$ cat src/assert_macros.svh
// assertion macros used by the top-level rtl file
`ifndef ASSERT_MACROS_SVH
`define ASSERT_MACROS_SVH

// same-cycle implication, checked out of reset
`define CNS_ASSERT_IMP(label, ante, cons, msg) \
    label: assert property (@(posedge i_clk) disable iff (!i_rst_n) (ante) |-> (cons)) \
        else $error(msg);

// next-cycle implication, checked out of reset
`define CNS_ASSERT_NEXT(label, ante, cons, msg) \
    label: assert property (@(posedge i_clk) disable iff (!i_rst_n) (ante) |=> (cons)) \
        else $error(msg);

`endif

$ cat src/cns_pkg.sv
// shared constants, codes and types of the cutoff neighbor search unit
package cns_pkg;

    localparam int MAX_PARTNERS = 32;
    localparam int COORD_BITS   = 24;

    localparam int ID_W      = 16;
    localparam int SLOT_W    = 5;
    localparam int CNT_W     = 6;
    localparam int CUT_W     = 51;
    localparam int CFG_IDX_W = 1;

    localparam int IDX_W = (MAX_PARTNERS > 1) ? $clog2(MAX_PARTNERS) : 1;
    // |a - b| of two coordinates stays below 2^COORD_BITS
    localparam int MAG_W = COORD_BITS;
    localparam int SQ_W  = 2 * MAG_W;
    localparam int SUM_W = SQ_W + 2;
    localparam int CMP_W = (SUM_W > CUT_W) ? SUM_W : CUT_W;

    typedef enum logic {
        OP_LOAD  = 1'b0,
        OP_QUERY = 1'b1
    } t_opcode;

    typedef enum logic [CFG_IDX_W-1:0] {
        CFG_CUTOFF_SQ     = 1'b0,
        CFG_PARTNER_COUNT = 1'b1
    } t_cfg_idx;

    typedef enum logic [1:0] {
        ST_IDLE,
        ST_RUN,
        ST_FLUSH
    } t_state;

    typedef struct packed {
        logic             load;
        logic             query;
        logic             rd_en;
        logic [IDX_W-1:0] rd_addr;
        logic             emit_end;
    } t_dp_cmd;

    typedef struct packed {
        logic pipe_busy;
    } t_dp_status;

    typedef struct packed {
        logic [ID_W-1:0]              id;
        logic signed [COORD_BITS-1:0] x;
        logic signed [COORD_BITS-1:0] y;
        logic signed [COORD_BITS-1:0] z;
    } t_partner;

endpackage

$ cat src/cns_ctrl.sv
// controller: issues partner loads, walks the partner slots of a query and closes it with the end item
module cns_ctrl
    import cns_pkg::*;
(
    input  logic             i_clk,
    input  logic             i_rst_n,
    input  logic             i_start,
    input  logic             i_opcode,
    input  logic [CNT_W-1:0] i_partner_count,
    input  t_dp_status       i_status,
    output t_dp_cmd          o_cmd,
    output logic             o_busy
);

    t_state           r_state, n_state;
    logic [CNT_W-1:0] r_idx, n_idx;
    logic [CNT_W-1:0] r_last_idx, n_last_idx;
    logic [CNT_W-1:0] w_count;

    // counts above the store depth are clipped
    assign w_count = (i_partner_count > CNT_W'(MAX_PARTNERS)) ?
                     CNT_W'(MAX_PARTNERS) : i_partner_count;

    always_ff @(posedge i_clk) begin
        if (!i_rst_n) begin
            r_state    <= ST_IDLE;
            r_idx      <= '0;
            r_last_idx <= '0;
        end else begin
            r_state    <= n_state;
            r_idx      <= n_idx;
            r_last_idx <= n_last_idx;
        end
    end

    always_comb begin
        n_state    = r_state;
        n_idx      = r_idx;
        n_last_idx = r_last_idx;
        o_cmd      = '0;
        o_busy     = 1'b1;
        unique case (r_state)
            ST_IDLE: begin
                o_busy = 1'b0;
                if (i_start) begin
                    if (i_opcode == OP_QUERY) begin
                        o_cmd.query = 1'b1;
                        n_idx       = '0;
                        n_last_idx  = w_count - CNT_W'(1);
                        n_state     = (w_count == '0) ? ST_FLUSH : ST_RUN;
                    end else begin
                        o_cmd.load = 1'b1;
                    end
                end
            end
            ST_RUN: begin
                o_cmd.rd_en   = 1'b1;
                o_cmd.rd_addr = r_idx[IDX_W-1:0];
                n_idx         = r_idx + CNT_W'(1);
                if (r_idx == r_last_idx) begin
                    n_state = ST_FLUSH;
                end
            end
            ST_FLUSH: begin
                // end item goes out only after the last compare has left the pipe
                if (!i_status.pipe_busy) begin
                    o_cmd.emit_end = 1'b1;
                    n_state        = ST_IDLE;
                end
            end
            default: begin
                n_state = ST_IDLE;
            end
        endcase
    end

endmodule

$ cat config.mk
export PLATFORM = sky130hd
export DESIGN_NAME = cns_ctrl
export DESIGN_NICKNAME = d
export VERILOG_FILES = /design/src/assert_macros.svh /design/src/cns_pkg.sv /design/src/cns_ctrl.sv
export SDC_FILE = /design/constraint.sdc
export NUM_CORES = 1
export LEC_CHECK = 0
export ABC_AREA = 1
export BUFFER_PORTS_ARGS = -buffer_cell sky130_fd_sc_hd__buf_2
export CAP_MARGIN = 10
export CORE_UTILIZATION = 34
export CTS_BUF_LIST = sky130_fd_sc_hd__clkbuf_16
export DETAILED_ROUTE_END_ITERATION = 6
export GPL_TIMING_DRIVEN = 1
export HOLD_SLACK_MARGIN = 0.12
export SLEW_MARGIN = 20
export SYNTH_ARGS = -nofsm -noshare
export SYNTH_HDL_FRONTEND = slang
export SYNTH_SLANG_ARGS = --single-unit
$ cat constraint.sdc
create_clock -name i_clk -period 1.5 [get_ports i_clk]
set_clock_uncertainty 0.05 [all_clocks]
set_input_delay 0.15 -clock i_clk [delete_from_list [all_inputs] [get_ports i_clk]]
set_output_delay 0.15 -clock i_clk [all_outputs]
set_load 0.02 [all_outputs]
==> flow_summary.json, run 1 <==
{
  "final_std_cell_area_no_fill_mm2": 0.001166,
  "placedInstanceArea_mm2": 0.001082,
  "die-area_mm2": 0.002993,
  "floorplan.initialDensity": 0.3712,
  "required_ns": 1.30,
  "crit_path_start_kind": "flip-flop",
  "drc_errors": 0,
  "die_width_um": 54.71,
  "crit_arrival_ns": 1.24,
  "critPathSlowestCell": "dfxtp_1",
  "hp-class": "in2reg",
  "powerDensity_mw_per_mm2": 1211,
  "most-common-layout-cells": "nand2_1 (39), inv_1 (24), nor2_1 (22), buf_2 (20), dfxtp_1 (14)",
  "worstSkewPairLatency_ns": 0.24,
  "syn_nets": 161,
  "timing.critical_path.cells": "nor2_2 > inv_2 > nor2_8 > buf_2",
  "cts_num_sinks": 14,
  "status": "complete, no violations",
  "core_region_area_mm2": 0.002545,
  "ant_nets": 0,
  "grt_pass1_wl_mm": 3.208,
  "place.port_buffers": 20,
  "warnings_synthesis": 0,
  "synth_mux_area_frac": 0,
  "fin_nets": 186,
  "max_cap_violation_count": 0,
  "fillerInstances": 266,
  "path_class": "reg2out",
  "gpl.final_weighted_congestion": 0.7829,
  "cts_made_buffers": 3,
  "layout-drive-gt1-share": 0.2398,
  "drt_first_iter_violations": 14,
  "synth_xor_area_frac": 0,
  "numPlacedInstances": 197,
  "hold_viol": 0,
  "finalSetupViolations": 0,
  "cts.repair.resized": 0,
  "grt_max_degree": 9,
  "globalRouteOverflowTotal": 0,
  "cts_buffer_depth": 2,
  "timing.critical_path.to_type": "primary output",
  "min_period_ns": 1.436,
  "final_wirelength_mm": 2.049,
  "cts.root.buffer_cell": "clkbuf_16",
  "mappedNetlistArea_um2": 944.7,
  "ys_seq_elements": 14,
  "path_buf_inv": 2,
  "via_count_of_the_first_global_routing_pass": 774,
  "synth_cell_types": 22,
  "slew_headroom": 0.7814,
  "grtUsageTotal": 0.1563,
  "critical_path.top_delay_family": "flip-flops",
  "synth-simple-area-share": 0.4371,
  "period_share": 0.9574,
  "syn_to_final_growth_pct": 23.44,
  "fin_util": 0.4582,
  "hpwlAfterDp_mm": 1.668,
  "slowest_delay_ns": 0.35,
  "synth.yosys.seq_area_share": 0.2967,
  "synth_compound_gate_area_share": 0.1113,
  "final_common_cell": "nand2_1",
  "cts_tree": "built",
  "clkSlewWorstSetupHoldPaths_ns": 0.05,
  "slew_viol_final": 0,
  "netlist_instances": 147,
  "antennaDiodeCount": 0,
  "die-height_um": 54.71,
  "power.leakage_nw": 0.5977,
  "cts.htree.levels": 1,
  "wl_per_cell_um": 10.19,
  "dr_total_vias": 939,
  "cts.hold.buffers_added": 0,
  "grt_antenna_before_repair": 0,
  "rsz0062_at_grt": "yes",
  "routed_via_density": 4.672,
  "synth_top_family_by_area": "simple AND/OR/NAND/NOR gates",
  "critPathMaxFanout": 8,
  "worst-slew-pin-transition_ns": 0.3251,
  "num_io_pins": 21,
  "vdd.ir_drop.worst_mv": 0.7698,
  "placement_rows": 18,
  "post-cts-setup-buffer-count": 0,
  "synth_fa_ha_area_frac": 0.03974,
  "drt_first_pass_iters": 4,
  "final-instance-count-excl-fill": 201,
  "synth_area_per_cell_um2": 6.426,
  "fmax_ghz": 0.6963
}
-- logic make-up after synthesis --
kind of cell,after synthesis
compound gates,19
fa+ha+maj,3
buf+inv,29
flops,14
simple gates,82
-- per-layer routing --
metal,share of wire,GRT usage,vias to the layer above
met4,0.021,0.07692,0
met1,0.50,0.1928,407
met5,0,0,-
li1,-,-,506
met2,0.44,0.2470,21
met3,0.037,0.04167,5
-- tightest hold or removal path, cell delays in order --
cell and delay (ns):
buf_2 0.14, nand2_1 0.06, inv_1 0.04
-- power breakdown --
group / leakage (nW) / total [W] / internal (W) / switching (W)
clock network: 0.0385 / 0.000512 / 0.000353 / 0.000159
registers: 0.114 / 0.000451 / 0.000414 / 0.0000362
logic: 0.445 / 0.000449 / 0.000141 / 0.000308
-- through the flow --
| stage | setup slack, ns | power (W) | hold slack, ns | setup TNS [ns] |
|---|---|---|---|---|
| detailed placement | 0.2251 | 0.0009023 | 0.3790 | 0 |
| CTS | 0.02341 | 0.001415 | 0.1285 | 0 |
| floorplan | 0.2184 | 0.0007810 | 0.1976 | 0 |
| finish | 0.06388 | 0.001412 | 0.1263 | 0 |
| global route | -0.02004 | 0.001502 | 0.1491 | -0.02004 |
| global placement | 0.2179 | 0.0008952 | 0.3767 | 0 |
-- path summary, 6_finish.rpt --
check	slack [ns]	from	cells past startpoint	endpoint
max	0.06	r_state[1]$_SDFFE_PN0P_	4	o_cmd[7]
max reg2reg	0.21	r_state[1]$_SDFFE_PN0P_	6	r_last_idx[5]$_SDFFE_PN0P_
min	0.13	i_rst_n	3	r_state[0]$_SDFFE_PN0P_
min reg2reg	0.46	r_last_idx[1]$_SDFFE_PN0P_	2	r_last_idx[1]$_SDFFE_PN0P_
-- final cells by class --
| class | count | area [um^2] | share of cell area |
|---|---|---|---|
| inverters | 29 | 108.9 | 0.09335 |
| well taps | 30 | 37.54 | 0.03219 |
| multi-input cells | 104 | 560.5 | 0.4807 |
| clock buffers | 3 | 75.07 | 0.06438 |
| repair buffers | 20 | 100.1 | 0.08584 |
| clock inverters | 1 | 3.754 | 0.003219 |
| flip-flops and latches | 14 | 280.3 | 0.2403 |
-- state kept, by name (all words and copies together) (netlist names) --
signal and cells:
r_idx 6, r_state 2, r_last_idx 6
-- synth_stat cells --
master / n / area share
inv_1: 24 / 0.095
nor3_1: 1 / 0.0053
nor3b_2: 3 / 0.040
ha_1: 3 / 0.040
nand2_1: 39 / 0.15
a21oi_1: 4 / 0.021
nor2_8: 1 / 0.021
nor3_4: 2 / 0.034
o31ai_1: 1 / 0.0079
o21ai_0: 7 / 0.037
o221ai_1: 1 / 0.0093
nor2_1: 22 / 0.087
dfxtp_1: 14 / 0.30
inv_2: 5 / 0.020
nand2_4: 1 / 0.012
nand4_1: 1 / 0.0066
o21ai_1: 3 / 0.016
nand3_1: 6 / 0.032
nor3_2: 1 / 0.011
nor2_2: 2 / 0.013
o22ai_1: 3 / 0.020
nand2_2: 3 / 0.020
No activity file was read; power rests on OpenSTA's default activity.
==> run 2, diff against run 1 <==
--- a/config.mk
+++ b/config.mk
@@ -13,6 +13,9 @@
 export DETAILED_ROUTE_END_ITERATION = 6
 export GPL_TIMING_DRIVEN = 1
 export HOLD_SLACK_MARGIN = 0.12
+export PLACE_DENSITY_LB_ADDON = 0.12
+export RECOVER_POWER = 25
+export REMOVE_ABC_BUFFERS = 1
 export SLEW_MARGIN = 20
 export SYNTH_ARGS = -nofsm -noshare
 export SYNTH_HDL_FRONTEND = slang
==> run 2 against run 1 <==
Against the previous run: worst setup slack better by 0.00070 ns; worst hold slack gained 0.0068 ns; critical path depth unchanged; design area is 0.86% lower; clock-buffer cell count unchanged; utilization decreased by 0.39 points; cell count is 0.50% lower; non-clock buffer count unchanged; via count is 2.4% lower; largest power group unchanged.
==> flow_summary.json, run 2 (synthesis gave the netlist of run 1 again) <==
{
  "critPathSlowestCell": "dfxtp_1",
  "drc_errors": 0,
  "cts_buffer_depth": 2,
  "fin_util": 0.4543,
  "r2r-start": "r_state[1]$_SDFFE_PN0P_",
  "drt_first_iter_violations": 17,
  "ant_nets": 0,
  "period_share": 0.9569,
  "floorplan.initialDensity": 0.3712,
  "timing.critical_path.cells": "nor2_2 > inv_2 > nor2_8 > buf_2",
  "globalRouteOverflowTotal": 0,
  "internal_power_w": 0.0009005,
  "report.power.total_w": 0.001375,
  "slew_viol_final": 0,
  "powerDensity_mw_per_mm2": 1189,
  "final_common_cell": "nand2_1",
  "dpl_worst_slack_ns": 0.1997,
  "critPathMaxFanout": 8,
  "fin_nets": 186,
  "ff2ff_setup_slack_ns": 0.20,
  "most-common-layout-cells": "nand2_1 (39), inv_1 (24), nor2_1 (22), buf_2 (19), dfxtp_1 (14)",
  "antennaDiodeCount": 0,
  "slowest_delay_ns": 0.34,
  "hold_start": "i_rst_n",
  "path_class": "reg2out",
  "placedInstanceArea_mm2": 0.001082,
  "worst-slew-pin-transition_ns": 0.2786,
  "power.leakage_nw": 0.5911,
  "placement_rows": 18,
  "slew_headroom": 0.8127,
  "grtUsageTotal": 0.1584,
  "p_sw_frac": 0.3450,
  "place.port_buffers": 20,
  "drt_first_pass_iters": 4,
  "num_io_pins": 21,
  "layout_setup_ws_ns": 0.06458,
  "die-height_um": 54.71,
  "cts_made_buffers": 3,
  "vdd.ir_drop.worst_mv": 0.6186,
  "grt_max_degree": 9,
  "routed_via_density": 4.580,
  "die_width_um": 54.71,
  "rsz0062_at_grt": "yes",
  "grt_pass1_wl_mm": 3.401,
  "path_buf_inv": 2,
  "hp-class": "in2reg",
  "clkSlewWorstSetupHoldPaths_ns": 0.04,
  "dr_total_vias": 916,
  "wl_per_cell_um": 9.760,
  "cts.hold.buffers_added": 0,
  "hold_viol": 0,
  "hpwlAfterDp_mm": 1.614,
  "finalSetupViolations": 0,
  "max_cap_violation_count": 0,
  "required_ns": 1.30,
  "fmax_ghz": 0.6967,
  "timing.hold.ws_ns": 0.1331,
  "power_frac_seq": 0.325,
  "worstSkewPairLatency_ns": 0.24,
  "min_period_ns": 1.435,
  "timing.critical_path.to_type": "primary output",
  "power.share.clock": 0.352,
  "post-cts-setup-buffer-count": 0,
  "cts.root.buffer_cell": "clkbuf_16",
  "final_std_cell_area_no_fill_mm2": 0.001156,
  "critical_path.top_delay_family": "simple AND/OR/NAND/NOR gates",
  "layout-drive-gt1-share": 0.2353,
  "top_regs": "r_idx (6), r_last_idx (6), r_state (2)",
  "worstSetupStartpoint": "r_state[1]$_SDFFE_PN0P_",
  "combinationalPowerShare": 0.323,
  "crit_path_start_kind": "flip-flop",
  "syn_to_final_growth_pct": 22.38,
  "gpl.final_weighted_congestion": 0.7679,
  "cts.repair.resized": 0,
  "die-area_mm2": 0.002993,
  "power.net_switching_w": 0.0004744,
  "cts_num_sinks": 14,
  "core_region_area_mm2": 0.002545,
  "status": "complete, no violations",
  "crit_arrival_ns": 1.24,
  "final_wirelength_mm": 1.952,
  "via_count_of_the_first_global_routing_pass": 809,
  "cts.htree.levels": 1,
  "grt_antenna_before_repair": 0,
  "cts_tree": "built"
}
==> run 2: cell count changes in the layout (fill, tap and decap cells not counted), sizes merged <==
cell    delta
buf        -1
clkbuf     +1
clkinv     -1
==> run 2: area by class of cell <==
type | count | area (um^2)
Timing Repair Buffer | 20 | 98.84
Clock buffer | 3 | 75.07
Sequential cell | 14 | 280.3
Fill cell | 278 | 1389
Inverter | 29 | 108.9
Tap cell | 30 | 37.54
Multi-Input combinational cell | 104 | 555.5
==> run 2: path summary, 6_finish.rpt <==
path                                endpoint  cells after the start
setup reg to reg       r_idx[5]$_SDFFE_PN0P_                      7
hold reg to reg   r_last_idx[1]$_SDFFE_PN0P_                      2
hold / removal       r_state[0]$_SDFFE_PN0P_                      3
setup / recovery                    o_cmd[7]                      4
==> run 2: worst min-delay path: cells and delay by family <==
| family | cells | cell delay [ns] |
|---|---|---|
| AND/OR/NAND/NOR | 1 | 0.07 |
| buffers and inverters | 2 | 0.17 |
==> run 2: power groups by stage <==
stage / Clock (W) / Combinational, W / Sequential, W
floorplan: 0 / 0.000334 / 0.000447
global placement: 0 / 0.000442 / 0.000454
detailed placement: 0 / 0.000445 / 0.000455
CTS: 0.000497 / 0.000447 / 0.000447
global route: 0.000513 / 0.000505 / 0.000454
finish: 0.000484 / 0.000444 / 0.000447
==> run 2: stage by stage <==
stage | instances | TNS (ns)
floorplan | 147 | 0
global placement | 197 | 0
detailed placement | 197 | 0
CTS | 200 | 0
global route | 200 | -0.09231
finish | 200 | 0
==> run 2: per-layer routing <==
layer / up-vias / part of all wire / GRT usage
met5: - / 0 / 0
met4: 0 / 0.012 / 0.05128
met3: 2 / 0.041 / 0.02500
met2: 19 / 0.43 / 0.2510
met1: 388 / 0.52 / 0.2151
li1: 507 / - / -
==> run 3, diff against run 2 <==
--- a/config.mk
+++ b/config.mk
@@ -14,7 +14,6 @@
 export GPL_TIMING_DRIVEN = 1
 export HOLD_SLACK_MARGIN = 0.12
 export PLACE_DENSITY_LB_ADDON = 0.12
-export RECOVER_POWER = 25
 export REMOVE_ABC_BUFFERS = 1
 export SLEW_MARGIN = 20
 export SYNTH_ARGS = -nofsm -noshare
==> run 3 against run 2 <==
Against the previous run: worst setup slack worse by 0.0011 ns; maximum frequency about the same; flip-flop and latch count unchanged; via count down 0.44%; wire length up 0.10%; cell count unchanged; combinational power about the same; first-iteration DRC count down 5.9%; worst hold slack about the same; sequential share of layout area about the same; clock-buffer cell count unchanged.
==> flow_summary.json, run 3 (synthesis gave the netlist of run 1 again) <==
{
  "wl_per_cell_um": 9.770,
  "die-height_um": 54.71,
  "critPathMaxFanout": 8,
  "antennaDiodeCount": 0,
  "drt_first_pass_iters": 4,
  "cts_num_sinks": 14,
  "fin_nets": 186,
  "grt_pass1_wl_mm": 3.401,
  "powerDensity_mw_per_mm2": 1188,
  "timing.hold.ws_ns": 0.1334,
  "cts.htree.levels": 1,
  "placement_rows": 18,
  "slew_viol_final": 0,
  "cts.root.buffer_cell": "clkbuf_16",
  "cts_tree": "built",
  "grt_antenna_before_repair": 0,
  "hold_viol": 0,
  "globalRouteOverflowTotal": 0,
  "grtUsageTotal": 0.1584,
  "final_common_cell": "nand2_1",
  "crit_path_start_kind": "flip-flop",
  "cts_made_buffers": 3,
  "rsz0062_at_grt": "yes",
  "power.leakage_nw": 0.5954,
  "top_regs": "r_idx (6), r_last_idx (6), r_state (2)",
  "routed_via_density": 4.560,
  "worstSkewPairLatency_ns": 0.24,
  "syn_to_final_growth_pct": 22.52,
  "die_width_um": 54.71,
  "finalSetupViolations": 0,
  "grt_max_degree": 9,
  "fmax_ghz": 0.6961,
  "place.port_buffers": 20,
  "path_class": "reg2out",
  "period_share": 0.9577,
  "timing.critical_path.to_type": "primary output",
  "clkSlewWorstSetupHoldPaths_ns": 0.05,
  "ant_nets": 0,
  "hpwlAfterDp_mm": 1.614,
  "core_region_area_mm2": 0.002545,
  "status": "complete, no violations",
  "vdd.ir_drop.worst_mv": 0.6184,
  "min_period_ns": 1.437,
  "floorplan.initialDensity": 0.3712,
  "dr_total_vias": 912,
  "layout-drive-gt1-share": 0.2412,
  "num_io_pins": 21,
  "drt_first_iter_violations": 16,
  "cts_buffer_depth": 2,
  "drc_errors": 0,
  "slew_headroom": 0.8127,
  "max_cap_violation_count": 0,
  "final.setup.tns_ns": 0,
  "required_ns": 1.30,
  "crit_arrival_ns": 1.24,
  "cts.hold.buffers_added": 0,
  "final_wirelength_mm": 1.954,
  "most-common-layout-cells": "nand2_1 (39), inv_1 (24), nor2_1 (22), buf_2 (20), dfxtp_1 (14)",
  "fillerInstances": 277,
  "via_count_of_the_first_global_routing_pass": 809,
  "die-area_mm2": 0.002993,
  "hp-class": "in2reg",
  "gpl.final_weighted_congestion": 0.7679,
  "worst-slew-pin-transition_ns": 0.2786
}
==> run 3: changes by cell type in the layout (fill, tap and decap cells not counted) <==
cell      delta
clkbuf_1     -1
buf_2        +1
==> run 3: per-stage QoR <==
stage / total power [W] / instance area [um^2] / cells / worst slack, ns / utilization
finish: 0.001375 / 1157 / 200 / 0.06348 / 0.4548
global route: 0.001472 / 1157 / 200 / -0.02698 / 0.4548
CTS: 0.001391 / 1157 / 200 / 0.05158 / 0.4548
detailed placement: 0.0008996 / 1082 / 197 / 0.1997 / 0.4253
global placement: 0.0008963 / 1082 / 197 / 0.2078 / 0.4253
floorplan: 0.0007810 / 944.7 / 147 / 0.2184 / -
==> run 3: worst max-delay path, stage by stage (launching register included) <==
cell     delay [ns]
dfxtp_1        0.34
nor2_2         0.22
inv_2          0.11
nor2_8         0.14
buf_2          0.19
==> run 3: final cells by class <==
cell class | count | area, um^2 | share of cell area
well taps | 30 | 37.54 | 0.03243
inverters | 29 | 108.9 | 0.09405
multi-input cells | 104 | 555.5 | 0.4800
clock buffers | 3 | 75.07 | 0.06486
flip-flops and latches | 14 | 280.3 | 0.2422
repair buffers | 20 | 100.1 | 0.08649
==> run 3: timing repair <==
action	CTS	global route
buffers inserted	0	0
setup endpoints to repair	0	5
gates resized for setup	0	0
==> run 3: layer usage <==
metal  track usage  part of all wire  up-vias
met3       0.02500             0.031        2
met5             0                 0        -
li1              -                 -      506
met4       0.05128             0.012        0
met1        0.2151              0.53      387
met2        0.2510              0.43       17
==> run 3: worst paths after layout <==
| path | slack (ns) | startpoint | end | cells past startpoint |
|---|---|---|---|---|
| worst max-delay path | 0.06 | r_state[1]$_SDFFE_PN0P_ | o_cmd[7] | 4 |
| worst min-delay path | 0.13 | i_rst_n | r_state[0]$_SDFFE_PN0P_ | 3 |
| worst max register to register | 0.19 | r_state[1]$_SDFFE_PN0P_ | r_idx[5]$_SDFFE_PN0P_ | 7 |
| worst min register to register | 0.45 | r_last_idx[1]$_SDFFE_PN0P_ | r_last_idx[1]$_SDFFE_PN0P_ | 2 |
==> run 3: report_power, final <==
group	leakage [nW]	switching, W	internal [W]
clock network	0.0370	0.000137	0.000347
logic	0.444	0.000305	0.000139
registers	0.114	0.0000325	0.000415
total	0.595	0.000474	0.000901
